[src/design/amo_pkg.sv]
`default_nettype none

package amo_pkg;

	// default memory size in bytes
	localparam int unsigned MEM_BYTES_DEF = 32'd65536;

	// largest byte address before wrapping: (max offset + max index) * 4
	localparam int unsigned MAX_BASE = 32'd524280;
	localparam int unsigned BASE_W   = 19;

	// request codes
	localparam logic [3:0] RQ_ADD     = 4'd0;
	localparam logic [3:0] RQ_SUB     = 4'd1;
	localparam logic [3:0] RQ_AND     = 4'd2;
	localparam logic [3:0] RQ_OR      = 4'd3;
	localparam logic [3:0] RQ_XOR     = 4'd4;
	localparam logic [3:0] RQ_XCHG    = 4'd5;
	localparam logic [3:0] RQ_CMPXCHG = 4'd6;
	localparam logic [3:0] RQ_LOAD    = 4'd7;
	localparam logic [3:0] RQ_STORE   = 4'd8;

	// element type codes
	localparam logic [3:0] ET_I8   = 4'd0;
	localparam logic [3:0] ET_U8   = 4'd1;
	localparam logic [3:0] ET_U8C  = 4'd2;
	localparam logic [3:0] ET_I16  = 4'd3;
	localparam logic [3:0] ET_U16  = 4'd4;
	localparam logic [3:0] ET_I32  = 4'd5;
	localparam logic [3:0] ET_U32  = 4'd6;

	// element size codes (log2 of bytes)
	localparam logic [1:0] SZ_1 = 2'd0;
	localparam logic [1:0] SZ_2 = 2'd1;
	localparam logic [1:0] SZ_4 = 2'd2;

	// status codes
	localparam logic [1:0] ST_OK    = 2'd0;
	localparam logic [1:0] ST_RANGE = 2'd1;
	localparam logic [1:0] ST_TYPE  = 2'd2;

	typedef struct packed {
		logic [3:0]         req_type;
		logic [3:0]         elem_type;
		logic [15:0]        view_offset;
		logic [16:0]        view_length;
		logic signed [31:0] elem_index;
		logic signed [63:0] operand;
		logic signed [63:0] replacement;
	} req_t;

	typedef struct packed {
		logic signed [63:0] old_value;
		logic [1:0]         status;
	} rsp_t;

	// controller to datapath
	typedef struct packed {
		logic       load;
		logic       clr;
		logic       red;
		logic       seek;
		logic       rd;
		logic       op;
		logic       wr;
		logic       out_load;
		logic [1:0] lane;
	} cmd_t;

	// datapath to controller
	typedef struct packed {
		logic       clr_last;
		logic       red_last;
		logic       bad;
		logic       do_wr;
		logic [1:0] sz;
	} stat_t;

	// number of conditional subtract steps that bring any base address below mem
	function automatic int unsigned red_steps(input int unsigned mem);
		int unsigned k;
		k = 0;
		for (int i = 0; i < 32; i++) begin
			if ((longint'(mem) << k) <= longint'(MAX_BASE)) begin
				k = k + 1;
			end
		end
		return k;
	endfunction

	// last byte lane of an element
	function automatic logic [1:0] last_lane(input logic [1:0] sz);
		logic [1:0] l;
		case (sz)
			SZ_1:    l = 2'd0;
			SZ_2:    l = 2'd1;
			default: l = 2'd3;
		endcase
		return l;
	endfunction

endpackage

`default_nettype wire

[src/design/amo_ctrl.sv]
`default_nettype none

module amo_ctrl #(
	parameter int unsigned RED_STEPS = amo_pkg::red_steps(amo_pkg::MEM_BYTES_DEF)
) (
	input  wire logic           clk,
	input  wire logic           arst_n,
	input  wire logic           req_valid,
	output logic                req_ready,
	output logic                rsp_valid,
	input  wire logic           rsp_ready,
	output amo_pkg::cmd_t       cmd,
	input  wire amo_pkg::stat_t st
);
	import amo_pkg::*;

	typedef enum logic [2:0] {
		S_CLEAR,
		S_IDLE,
		S_RED,
		S_SEEK,
		S_RD,
		S_OP,
		S_WR,
		S_FIN
	} state_t;

	state_t     state_q;
	state_t     state_d;
	logic [1:0] cnt_q;
	logic       out_valid_q;
	logic       last;

	assign last      = (cnt_q == last_lane(st.sz));
	assign req_ready = (state_q == S_IDLE);
	assign rsp_valid = out_valid_q;

	// command decode and next state
	always_comb begin
		cmd      = '0;
		cmd.lane = cnt_q;
		state_d  = state_q;
		case (state_q)
			S_CLEAR: begin
				cmd.clr = 1'b1;
				if (st.clr_last) begin
					state_d = S_IDLE;
				end
			end
			S_IDLE: begin
				if (req_valid) begin
					cmd.load = 1'b1;
					state_d  = (RED_STEPS > 0) ? S_RED : S_SEEK;
				end
			end
			S_RED: begin
				if (st.bad) begin
					state_d = S_FIN;
				end else begin
					cmd.red = 1'b1;
					if (st.red_last) begin
						state_d = S_SEEK;
					end
				end
			end
			S_SEEK: begin
				if (st.bad) begin
					state_d = S_FIN;
				end else begin
					cmd.seek = 1'b1;
					state_d  = S_RD;
				end
			end
			S_RD: begin
				cmd.rd = 1'b1;
				if (last) begin
					state_d = S_OP;
				end
			end
			S_OP: begin
				cmd.op   = 1'b1;
				cmd.seek = 1'b1;
				state_d  = S_WR;
			end
			S_WR: begin
				if (!st.do_wr) begin
					state_d = S_FIN;
				end else begin
					cmd.wr = 1'b1;
					if (last) begin
						state_d = S_FIN;
					end
				end
			end
			S_FIN: begin
				if (!out_valid_q || rsp_ready) begin
					cmd.out_load = 1'b1;
					state_d      = S_IDLE;
				end
			end
			default: state_d = S_IDLE;
		endcase
	end

	// state, byte counter and result valid
	always_ff @(posedge clk or negedge arst_n) begin
		if (!arst_n) begin
			state_q     <= S_CLEAR;
			cnt_q       <= '0;
			out_valid_q <= 1'b0;
		end else begin
			state_q <= state_d;
			if (cmd.rd || cmd.wr) begin
				cnt_q <= last ? 2'd0 : cnt_q + 2'd1;
			end else if (cmd.seek) begin
				cnt_q <= '0;
			end
			if (cmd.out_load) begin
				out_valid_q <= 1'b1;
			end else if (rsp_ready) begin
				out_valid_q <= 1'b0;
			end
		end
	end

`ifndef ASSERT_OFF
	// memory is only written for in-range integer elements
	a_wr_ok: assert property (@(posedge clk) disable iff (!arst_n)
		cmd.wr |-> !st.bad)
		else $error("memory write for a rejected item");

	// byte counter stays inside the element
	a_lane_ok: assert property (@(posedge clk) disable iff (!arst_n)
		(cmd.rd || cmd.wr) |-> (cnt_q <= last_lane(st.sz)))
		else $error("byte lane beyond element size");

	// an accepted item leaves idle
	a_busy: assert property (@(posedge clk) disable iff (!arst_n)
		cmd.load |=> (state_q != S_IDLE))
		else $error("controller idle after accepting an item");

	// a pending result is never overwritten
	a_no_overwrite: assert property (@(posedge clk) disable iff (!arst_n)
		cmd.out_load |-> (!out_valid_q || rsp_ready))
		else $error("result overwritten before taken");
`endif

endmodule

`default_nettype wire

[config.mk]
export PLATFORM = sky130hd
export DESIGN_NAME = amo_ctrl
export DESIGN_NICKNAME = d
export VERILOG_FILES = /design/src/design/amo_pkg.sv /design/src/design/amo_ctrl.sv
export SDC_FILE = /design/constraint.sdc
export NUM_CORES = 1
export LEC_CHECK = 0
export ABC_AREA = 1
export BUFFER_PORTS_ARGS = -buffer_cell sky130_fd_sc_hd__buf_2
export CAP_MARGIN = 20
export CORE_AREA = 2 2 45 47
export DETAILED_ROUTE_END_ITERATION = 16
export DIE_AREA = 0 0 47 49
export GPL_ROUTABILITY_DRIVEN = 0
export GPL_TIMING_DRIVEN = 0
export PLACE_DENSITY = 0.52
export RECOVER_POWER = 100
export SYNTH_ARGS = -nofsm -noshare
export SYNTH_HDL_FRONTEND = slang
export SYNTH_SLANG_ARGS = --single-unit
[constraint.sdc]
create_clock -name clk -period 1.83 [get_ports clk]
set_input_delay 0.0915 -clock clk [delete_from_list [all_inputs] [get_ports clk]]
set_output_delay 0.0915 -clock clk [all_outputs]
set_load 0.05 [all_outputs]
==> results.yml, run 1 <==
timing:
  drv_slew: 0
  relSlewSlack_pct: 60.6
  fmax_ghz: 0.619
  grt_setup_unrepaired: "false"
  skew_ps: 1.40
  fin_setup_tns_ps: 0
  period_share_pct: 88.3
  hold_violations: 0
  fin_hold_ws_ps: 64.5
  setup_ws_ps: 213
  fin_crit_ps: 1620
  worstMarginPinSlew_ps: 594
  setup_viol: 0
finish:
  drive_gt1_share_pct: 22.8
  fin_util_pct: 35.7
  area.growth.synth_to_final_pct: 29.3
  fill_cells: 218
  nets: 113
  antenna_cells: 0
floorplan:
  io_pins: 22
  fp.dieH_um: 49
  dieArea_um2: 2300
  placementRows: 16
  die_x_um: 47
  core_area_um2: 1840
  start_util_pct: 27.6
yosys:
  yosysTopAreaCell: "dfrtp_1"
  netlist.area_leader.share_pct: 29.6
  synthFlopType: "dfrtp_1"
  synth_nets: 86
  ys_warn_count: 0
  synthTopCellsByArea: "dfrtp_1, nand2_1, inv_1"
  synth_edf_count: 0
  ys_ff_latch: 6
  seq_area_frac_synth_pct: 29.6
  yosys-top-cells-count: "nand2_1, inv_1, nor2_1"
  synth_cells: 76
  synth.avg_cell_area_um2: 6.68
  yosysMostFrequentCell: "nand2_1"
  async_flop_share_pct: 100
  syn_area_um2: 508
  synth_cell_types: 21
placed_design:
  dp_slack_ps: 576
  portBuffers: 21
  dp_hpwl_um: 919
min_path:
  worstHoldStart: "rsp_ready"
  hold_class: "in2reg"
  holdPathStages: 2
outcome:
  status: "finished clean"
power_and_ir_drop:
  peakVddDrop_uv: 602
  powerDensity_nw_per_um2: 1970
  p_clk_share_pct: 8.8
  p_comb_share_pct: 72.5
  switching_share_pct: 59.6
  p_seq_share_pct: 18.7
  p_int_mw: 0.523
  p_switching_mw: 0.772
  power_leakage_nw: 0.342
setup_path:
  worstSetupPathType: "reg2out"
  reg2reg_from: "state_q[0]$_DFFE_PN0P_"
  r2r_slack_ps: 400
  start_kind: "flop"
  crit_path_end: "cmd[5]"
  required_ps: 1740
  end_kind: "output port"
  path_max_fanout: 8
  cp-startpoint: "state_q[1]$_DFFE_PN0P_"
  reg2reg_depth: 7
  r2r_end: "state_q[0]$_DFFE_PN0P_"
  cp_data_arrival_time_ps: 1530
cts:
  htreeDepth: 1
  postCtsSetupBuffers: 0
  clk_latency_ps: 240
  cts_tree: "yes"
  numCtsBuffers: 3
  cts.sink_count: 6
  cts_root_buf: "clkbuf_4"
  clockBufferDepth: 2
  clk_pin_slew_ps: 40
job:
  maxCapViolCount: 0
route:
  wl_per_cell_um: 8.75
  drtAntennaViolNets: 0
  drtPass1Iterations: 5
  first_iter_violations: 3
  avgViaCountPerCell: 4.14
  vias: 530
  wl_mm: 1.12
  drc: 0
global_routing:
  antenna_found_initial: 0
  grt_pass1_wl_mm: 1.81
  gr-total-overflow: 0
  grt_max_degree: 10
  grt_pass1_vias: 455
  grtUsageTotal_pct: 11.1
## stage by stage
step           total power [mW]  instances  instance area (µm²)
6_report                   1.29        128                  657
5_1_grt                    1.41        128                  657
4_1_cts                    1.34        128                  679
3_5_place_dp               1.22        124                  647
3_3_place_gp               1.21        124                  647
2_1_floorplan              1.03         76                  508
## repair_timing
action	in CTS	in global routing
hold endpoints to repair	6	0
hold buffers	1	0
gates resized for setup	0	0
## placed cells by master, fill, tap and decap left out, types with 2 or more instances in the layout
master / Yosys / final
xnor2_1: 2 / 2
nand4_1: 3 / 3
clkbuf_2: 0 / 3
dfrtp_1: 6 / 6
nor2_1: 8 / 9
clkbuf_1: 0 / 9
nand3_1: 7 / 8
nor3_1: 2 / 2
nor2_2: 3 / 2
buf_2: 0 / 9
o21ai_0: 3 / 5
nand2_1: 19 / 19
clkbuf_4: 0 / 3
inv_1: 11 / 11
## flip-flops by register name, summed over array words and instances (netlist names)
signal and flops:
cnt_q 2, rsp_valid 1, state_q 3
## metal layers
| metal | part of all wire [%] | wire, µm | vias to the layer above | GRT usage (%) |
|---|---|---|---|---|
| met2 | 46 | 510 | 13 | 15.1 |
| met1 | 49 | 552 | 222 | 14.7 |
| met4 | 0.89 | 10 | 0 | 8.33 |
| met5 | 0 | 0 | - | 0 |
| met3 | 4.0 | 45 | 2 | 2.22 |
| li1 | - | - | 293 | - |
## critical path, cell delays in order (launching register included)
cell      delay [ps]
dfrtp_1          360
buf_6            130
nor2_1           180
nand2_1          100
inv_1             60
clkbuf_1         460
## final cells by class
| class | instances | area [µm²] | area share (%) |
|---|---|---|---|
| Inverter | 12 | 47.5 | 7.24 |
| Sequential cell | 6 | 150 | 22.9 |
| Buffer | 2 | 18.8 | 2.86 |
| Timing Repair Buffer | 22 | 104 | 15.8 |
| Tap cell | 27 | 33.8 | 5.14 |
| Clock buffer | 3 | 22.5 | 3.43 |
| Multi-Input combinational cell | 56 | 280 | 42.7 |
## kinds of logic after synthesis
| kind of cell | Yosys count | share of synthesized area, % |
|---|---|---|
| buf+inv | 14 | 13.1 |
| simple gates | 46 | 43.8 |
| compound gates | 8 | 10.1 |
| flops | 6 | 29.6 |
| xor+xnor | 2 | 3.45 |
## worst min path at each step
stage / slack (ps) / to
after floorplan: -200 / cnt_q[0]$_DFFE_PN0P_
after global placement: -80 / rsp_valid$_DFFE_PN0P_
after detailed placement: -80 / rsp_valid$_DFFE_PN0P_
after CTS: 50 / rsp_valid$_DFFE_PN0P_
after global routing: 70 / rsp_valid$_DFFE_PN0P_
final: 60 / rsp_valid$_DFFE_PN0P_
## power groups by stage
stage	combinational, mW	clock, mW	sequential, mW
finish	0.938	0.114	0.242
CTS	0.978	0.123	0.242
global route	1.03	0.133	0.252
detailed placement	0.974	0	0.244
floorplan	0.732	0	0.301
global placement	0.969	0	0.243
Power figures use the tool's default switching activity.
==> run 2, diff against run 1 <==
- BUFFER_PORTS_ARGS: -buffer_cell sky130_fd_sc_hd__buf_2 -> not set
- CTS_CLUSTER_SIZE: not set -> 40
- DONT_BUFFER_PORTS: not set -> 1
- PLACE_DENSITY: 0.52 -> 0.42
==> run 2 against run 1 <==
Effect of this change: flip-flop and latch count did not move; wire length shrank 3.0%; total power shrank 0.88%; sequential power up 29%; clock skew hardly changed; cell area fell by 7.8%; worst setup slack worse by 120 ps; critical endpoint is now cmd[4].
==> results.yml, run 2 (synthesis gave the netlist of run 1 again) <==
timing:
  relSlewSlack_pct: 40.7
  hold_violations: 0
  skew_ps: 0.902
  drv_slew: 0
  fin_crit_ps: 1730
  worstMarginPinSlew_ps: 885
  fmax_ghz: 0.577
  grt_setup_unrepaired: "true"
  period_share_pct: 94.6
  setup_viol: 0
  fin_hold_ws_ps: 129
global_routing:
  grtUsageTotal_pct: 11.5
  gr-total-overflow: 0
  grt_pass1_wl_mm: 1.88
  grt_max_degree: 10
  grt_pass1_vias: 479
  antenna_found_initial: 0
cts:
  clockBufferDepth: 2
  cts.sink_count: 6
  numCtsBuffers: 3
  postCtsSetupBuffers: 0
  cts_root_buf: "clkbuf_4"
  clk_latency_ps: 240
  cts_tree: "yes"
  htreeDepth: 1
  clk_pin_slew_ps: 40
min_path:
  worstHoldStart: "st[3]"
  hold_class: "in2reg"
route:
  drtPass1Iterations: 4
  vias: 500
  wl_mm: 1.09
  avgViaCountPerCell: 4.55
  first_iter_violations: 12
  wl_per_cell_um: 9.87
  drtAntennaViolNets: 0
  drc: 0
setup_path:
  end_kind: "output port"
  reg2reg_from: "state_q[1]$_DFFE_PN0P_"
  required_ps: 1740
  crit_chain: "buf_6 -> inv_1 -> nand2_1 -> nor2_1"
  cp-startpoint: "state_q[1]$_DFFE_PN0P_"
  start_kind: "flop"
  slowest_delay_ps: 710
  critical-path-top-delay-family: "simple AND/OR/NAND/NOR gates"
  crit_path_top_delay_cell: "nor2_1"
  path_buf_inv: 2
  worstSetupPathType: "reg2out"
  cp_data_arrival_time_ps: 1640
  path_max_fanout: 8
power_and_ir_drop:
  power_leakage_nw: 0.298
  peakVddDrop_uv: 675
  powerDensity_nw_per_um2: 2120
placed_design:
  post_dp_cell_area_um2: 557
  dp_hpwl_um: 869
  portBuffers: 0
floorplan:
  die_x_um: 47
  start_util_pct: 27.6
  core_area_um2: 1840
  dieArea_um2: 2300
  io_pins: 22
  placementRows: 16
  fp.dieH_um: 49
finish:
  regArea_um2: 150
  area.growth.synth_to_final_pct: 19.2
  antenna_cells: 0
  fill_cells: 227
  final_area_um2: 606
  drive_gt1_share_pct: 20.5
  largest_reg_flops: 3
  multi_input_area_um2: 302
  final_cell_mix: "nand2_1, inv_1, nand3_1"
  nets: 95
  final_common_cell: "nand2_1"
  largest-register: "state_q"
outcome:
  status: "finished clean"
job:
  maxCapViolCount: 0
-- run 2: changes by cell type in the layout (fill, tap and decap cells not counted), moves of 2 or more --
cell      delta
o21ai_0      -2
nor2_2       +2
nor2_1       -3
clkbuf_1     -8
clkbuf_2     -3
buf_2        -9
-- run 2: final cells by class --
class / instances / share of cell area, %
multi-input cells: 56 / 49.8
repair buffers: 4 / 5.17
plain buffers: 2 / 3.10
well taps: 27 / 5.58
clock buffers: 3 / 3.72
inverters: 12 / 7.85
flip-flops and latches: 6 / 24.8
-- run 2: what timing repair did --
item | CTS | global route
setup endpoints to repair | 0 | 6
hold endpoints to repair | 7 | 0
gates resized for setup | 0 | 3
hold buffers | 2 | 0
-- run 2: stage by stage --
step	cells	setup TNS (ps)	util, %	setup slack, ps	power (mW)
global route	110	-9.99	32.9	-9.99	1.42
floorplan	76	0	-	44.5	1.03
detailed placement	105	0	30.2	123	1.16
finish	110	0	32.9	98.1	1.28
global placement	103	-14.5	29.4	-14.5	1.14
CTS	110	0	32.5	49.6	1.29
-- run 2: worst paths after layout --
kind | to | slack (ps) | depth (start not counted)
max | cmd[4] | 100 | 4
min reg2reg | state_q[1]$_DFFE_PN0P_ | 590 | 3
max in group asynchronous | cnt_q[1]$_DFFE_PN0P_ | 1460 | 1
min | state_q[1]$_DFFE_PN0P_ | 130 | 4
min in group asynchronous | state_q[1]$_DFFE_PN0P_ | 150 | 1
max reg2reg | cnt_q[0]$_DFFE_PN0P_ | 130 | 7
-- run 2: where the power goes --
group | total, mW | leakage, nW | switching (mW) | internal (mW)
clock network | 0.120 | 0.0138 | 0.0461 | 0.0741
logic | 0.850 | 0.210 | 0.614 | 0.236
registers | 0.313 | 0.0746 | 0.123 | 0.190
-- run 2: layer usage --
layer	vias to the layer above	share of wire, %	GRT usage (%)
met1	223	46	13.8
li1	256	-	-
met3	2	6.4	7.41
met4	0	1.2	4.17
met5	-	0	0
met2	19	46	16.2
-- run 2: worst register-to-register path, stage by stage, from the launching register on --
cell,delay [ps]
dfrtp_1,360
buf_6,130
inv_1,60
nand2_1,130
o22ai_2,570
inv_1,140
nand3_1,100
o21ai_1,70
==> run 3, diff against run 2 <==
- CORE_AREA: 2 2 45 47 -> 2 2 39 41
- DIE_AREA: 0 0 47 49 -> 0 0 41 43
- PLACE_DENSITY: 0.42 -> 0.52
- RECOVER_POWER: 100 -> 50
==> run 3 against run 2 <==
Effect of this change: combinational power is 2% lower; critical endpoint is now state_q[1]$_DFFE_PN0P_; non-clock buffer count stayed put; worst setup slack better by 6.8 ps; core utilization is 9.3 points higher; clock skew hardly changed; register-to-register slack worse by 30 ps.
==> results.yml, run 3 (synthesis gave the netlist of run 1 again) <==
cts:
  numCtsBuffers: 3
  clk_latency_ps: 240
  cts_tree: "yes"
  cts.sink_count: 6
  htreeDepth: 1
  clockBufferDepth: 2
  cts_root_buf: "clkbuf_4"
  clk_pin_slew_ps: 40
  postCtsSetupBuffers: 0
timing:
  fin_crit_ps: 1730
  worstMarginPinSlew_ps: 876
  setup_viol: 0
  fin_hold_ws_ps: 129
  fmax_ghz: 0.580
  hold_violations: 0
  period_share_pct: 94.3
  relSlewSlack_pct: 41.4
  skew_ps: 1.14
  grt_setup_unrepaired: "false"
  drv_slew: 0
global_routing:
  grt_busiest_layer: "met1"
  grt_max_degree: 10
  grt_pass1_vias: 411
  use_met2_pct: 17.5
  grt_use_met3_pct: 0.524
  gr-total-overflow: 0
  antenna_found_initial: 0
  grt_pass1_wl_mm: 1.63
  grtUsageTotal_pct: 13.8
  grtUsageMet1_pct: 19.1
floorplan:
  core_area_um2: 1380
  fp.dieH_um: 43
  io_pins: 22
  die_x_um: 41
  dieArea_um2: 1760
  start_util_pct: 36.7
  placementRows: 14
finish:
  fin_util_pct: 42.2
  largest_reg_flops: 3
  final_area_um2: 584
  final_cell_mix: "nand2_1, inv_1, nor2_1, nand3_1, dfrtp_1"
  regArea_um2: 150
  largest-register: "state_q"
  nets: 95
  drive_gt1_share_pct: 19.3
  fill_cells: 166
  antenna_cells: 0
  stdcell_count: 99
  area.growth.synth_to_final_pct: 15.0
  final_common_cell: "nand2_1"
  multi_input_area_um2: 294
power_and_ir_drop:
  switching_share_pct: 60.7
  p_int_mw: 0.495
  p_clk_share_pct: 9.2
  p_comb_share_pct: 66.1
  powerDensity_nw_per_um2: 2160
  p_switching_mw: 0.765
  p_seq_share_pct: 24.7
  p_total_mw: 1.26
  peakVddDrop_uv: 1110
  power_leakage_nw: 0.298
route:
  wl_mm: 1.05
  avgViaCountPerCell: 4.75
  drtPass1Iterations: 4
  drtAntennaViolNets: 0
  wl_per_cell_um: 10.6
  first_iter_violations: 5
  vias: 470
  drc: 0
job:
  maxCapViolCount: 0
setup_path:
  end_kind: "flop"
  crit_chain: "buf_6 -> inv_1 -> nand2_1 -> nor2_2 -> nand2_1 -> nand4_1 -> nand2_1"
  slowest_delay_ps: 500
  critical-path-top-delay-family: "simple AND/OR/NAND/NOR gates"
  path_buf_inv: 2
  cp_data_arrival_time_ps: 1850
  path_common_cell: "nand2_1"
  crit_path_top_delay_cell: "nor2_2"
  path_max_fanout: 8
  worstSetupPathType: "reg2reg"
  start_kind: "flop"
  required_ps: 1960
min_path:
  hold_class: "in2reg"
placed_design:
  dp_hpwl_um: 847
  post_dp_cell_area_um2: 543
  portBuffers: 0
  dp.cells: 94
outcome:
  status: "finished clean"
==> run 3: cell count changes in the layout (fill, tap and decap cells not counted) <==
cell | before | now
nor2_1 | 6 | 7
nor2_4 | 2 | 1
==> run 3: power by group through the flow <==
stage,clock network [mW],logic (mW),registers [mW]
after detailed placement,0,0.835,0.313
final,0.115,0.834,0.311
after global placement,0,0.810,0.313
after global routing,0.126,0.916,0.320
after floorplan,0,0.732,0.301
after CTS,0.125,0.843,0.311
==> run 3: what timing repair did <==
action / CTS / global route
resized for setup: 0 / 1
hold buffers: 2 / 0
setup endpoints to repair: 0 / 1
endpoints found under the hold margin: 7 / 0
==> run 3: per-layer routing <==
metal,routed length [µm],vias up
li1,-,259
met1,493,195
met2,495,14
met3,44,2
met4,19,0
met5,0,-
==> run 3: worst register-to-register path: stages, from the launching register on <==
cell and delay, ps:
dfrtp_1 360, buf_6 130, inv_1 60, nand2_1 110, nor2_2 500, nand2_1 240, nand4_1 160, nand2_1 60
==> run 3: stage by stage <==
step | worst slack (ps) | setup TNS, ps
after global routing | 5.59 | 0
after floorplan | 44.5 | 0
after CTS | 54.8 | 0
after detailed placement | 109 | 0
final | 105 | 0
after global placement | -41.0 | -41.0
==> run 3: area by class of cell <==
class | instances | area share, %
plain buffers | 2 | 3.21
clock buffers | 3 | 3.85
inverters | 12 | 8.14
multi-input cells | 56 | 50.3
flip-flops and latches | 6 | 25.7
well taps | 16 | 3.43
repair buffers | 4 | 5.35
==> run 3: final timing paths <==
path / startpoint / end / slack (ps) / depth (start not counted)
worst max-delay path: state_q[1]$_DFFE_PN0P_ / state_q[1]$_DFFE_PN0P_ / 100 / 7
worst min-delay path: st[3] / state_q[1]$_DFFE_PN0P_ / 130 / 4
worst max register to register: state_q[1]$_DFFE_PN0P_ / state_q[1]$_DFFE_PN0P_ / 100 / 7
worst min register to register: state_q[1]$_DFFE_PN0P_ / state_q[1]$_DFFE_PN0P_ / 590 / 3
max in group asynchronous: arst_n / cnt_q[1]$_DFFE_PN0P_ / 1460 / 1
min in group asynchronous: arst_n / rsp_valid$_DFFE_PN0P_ / 160 / 1
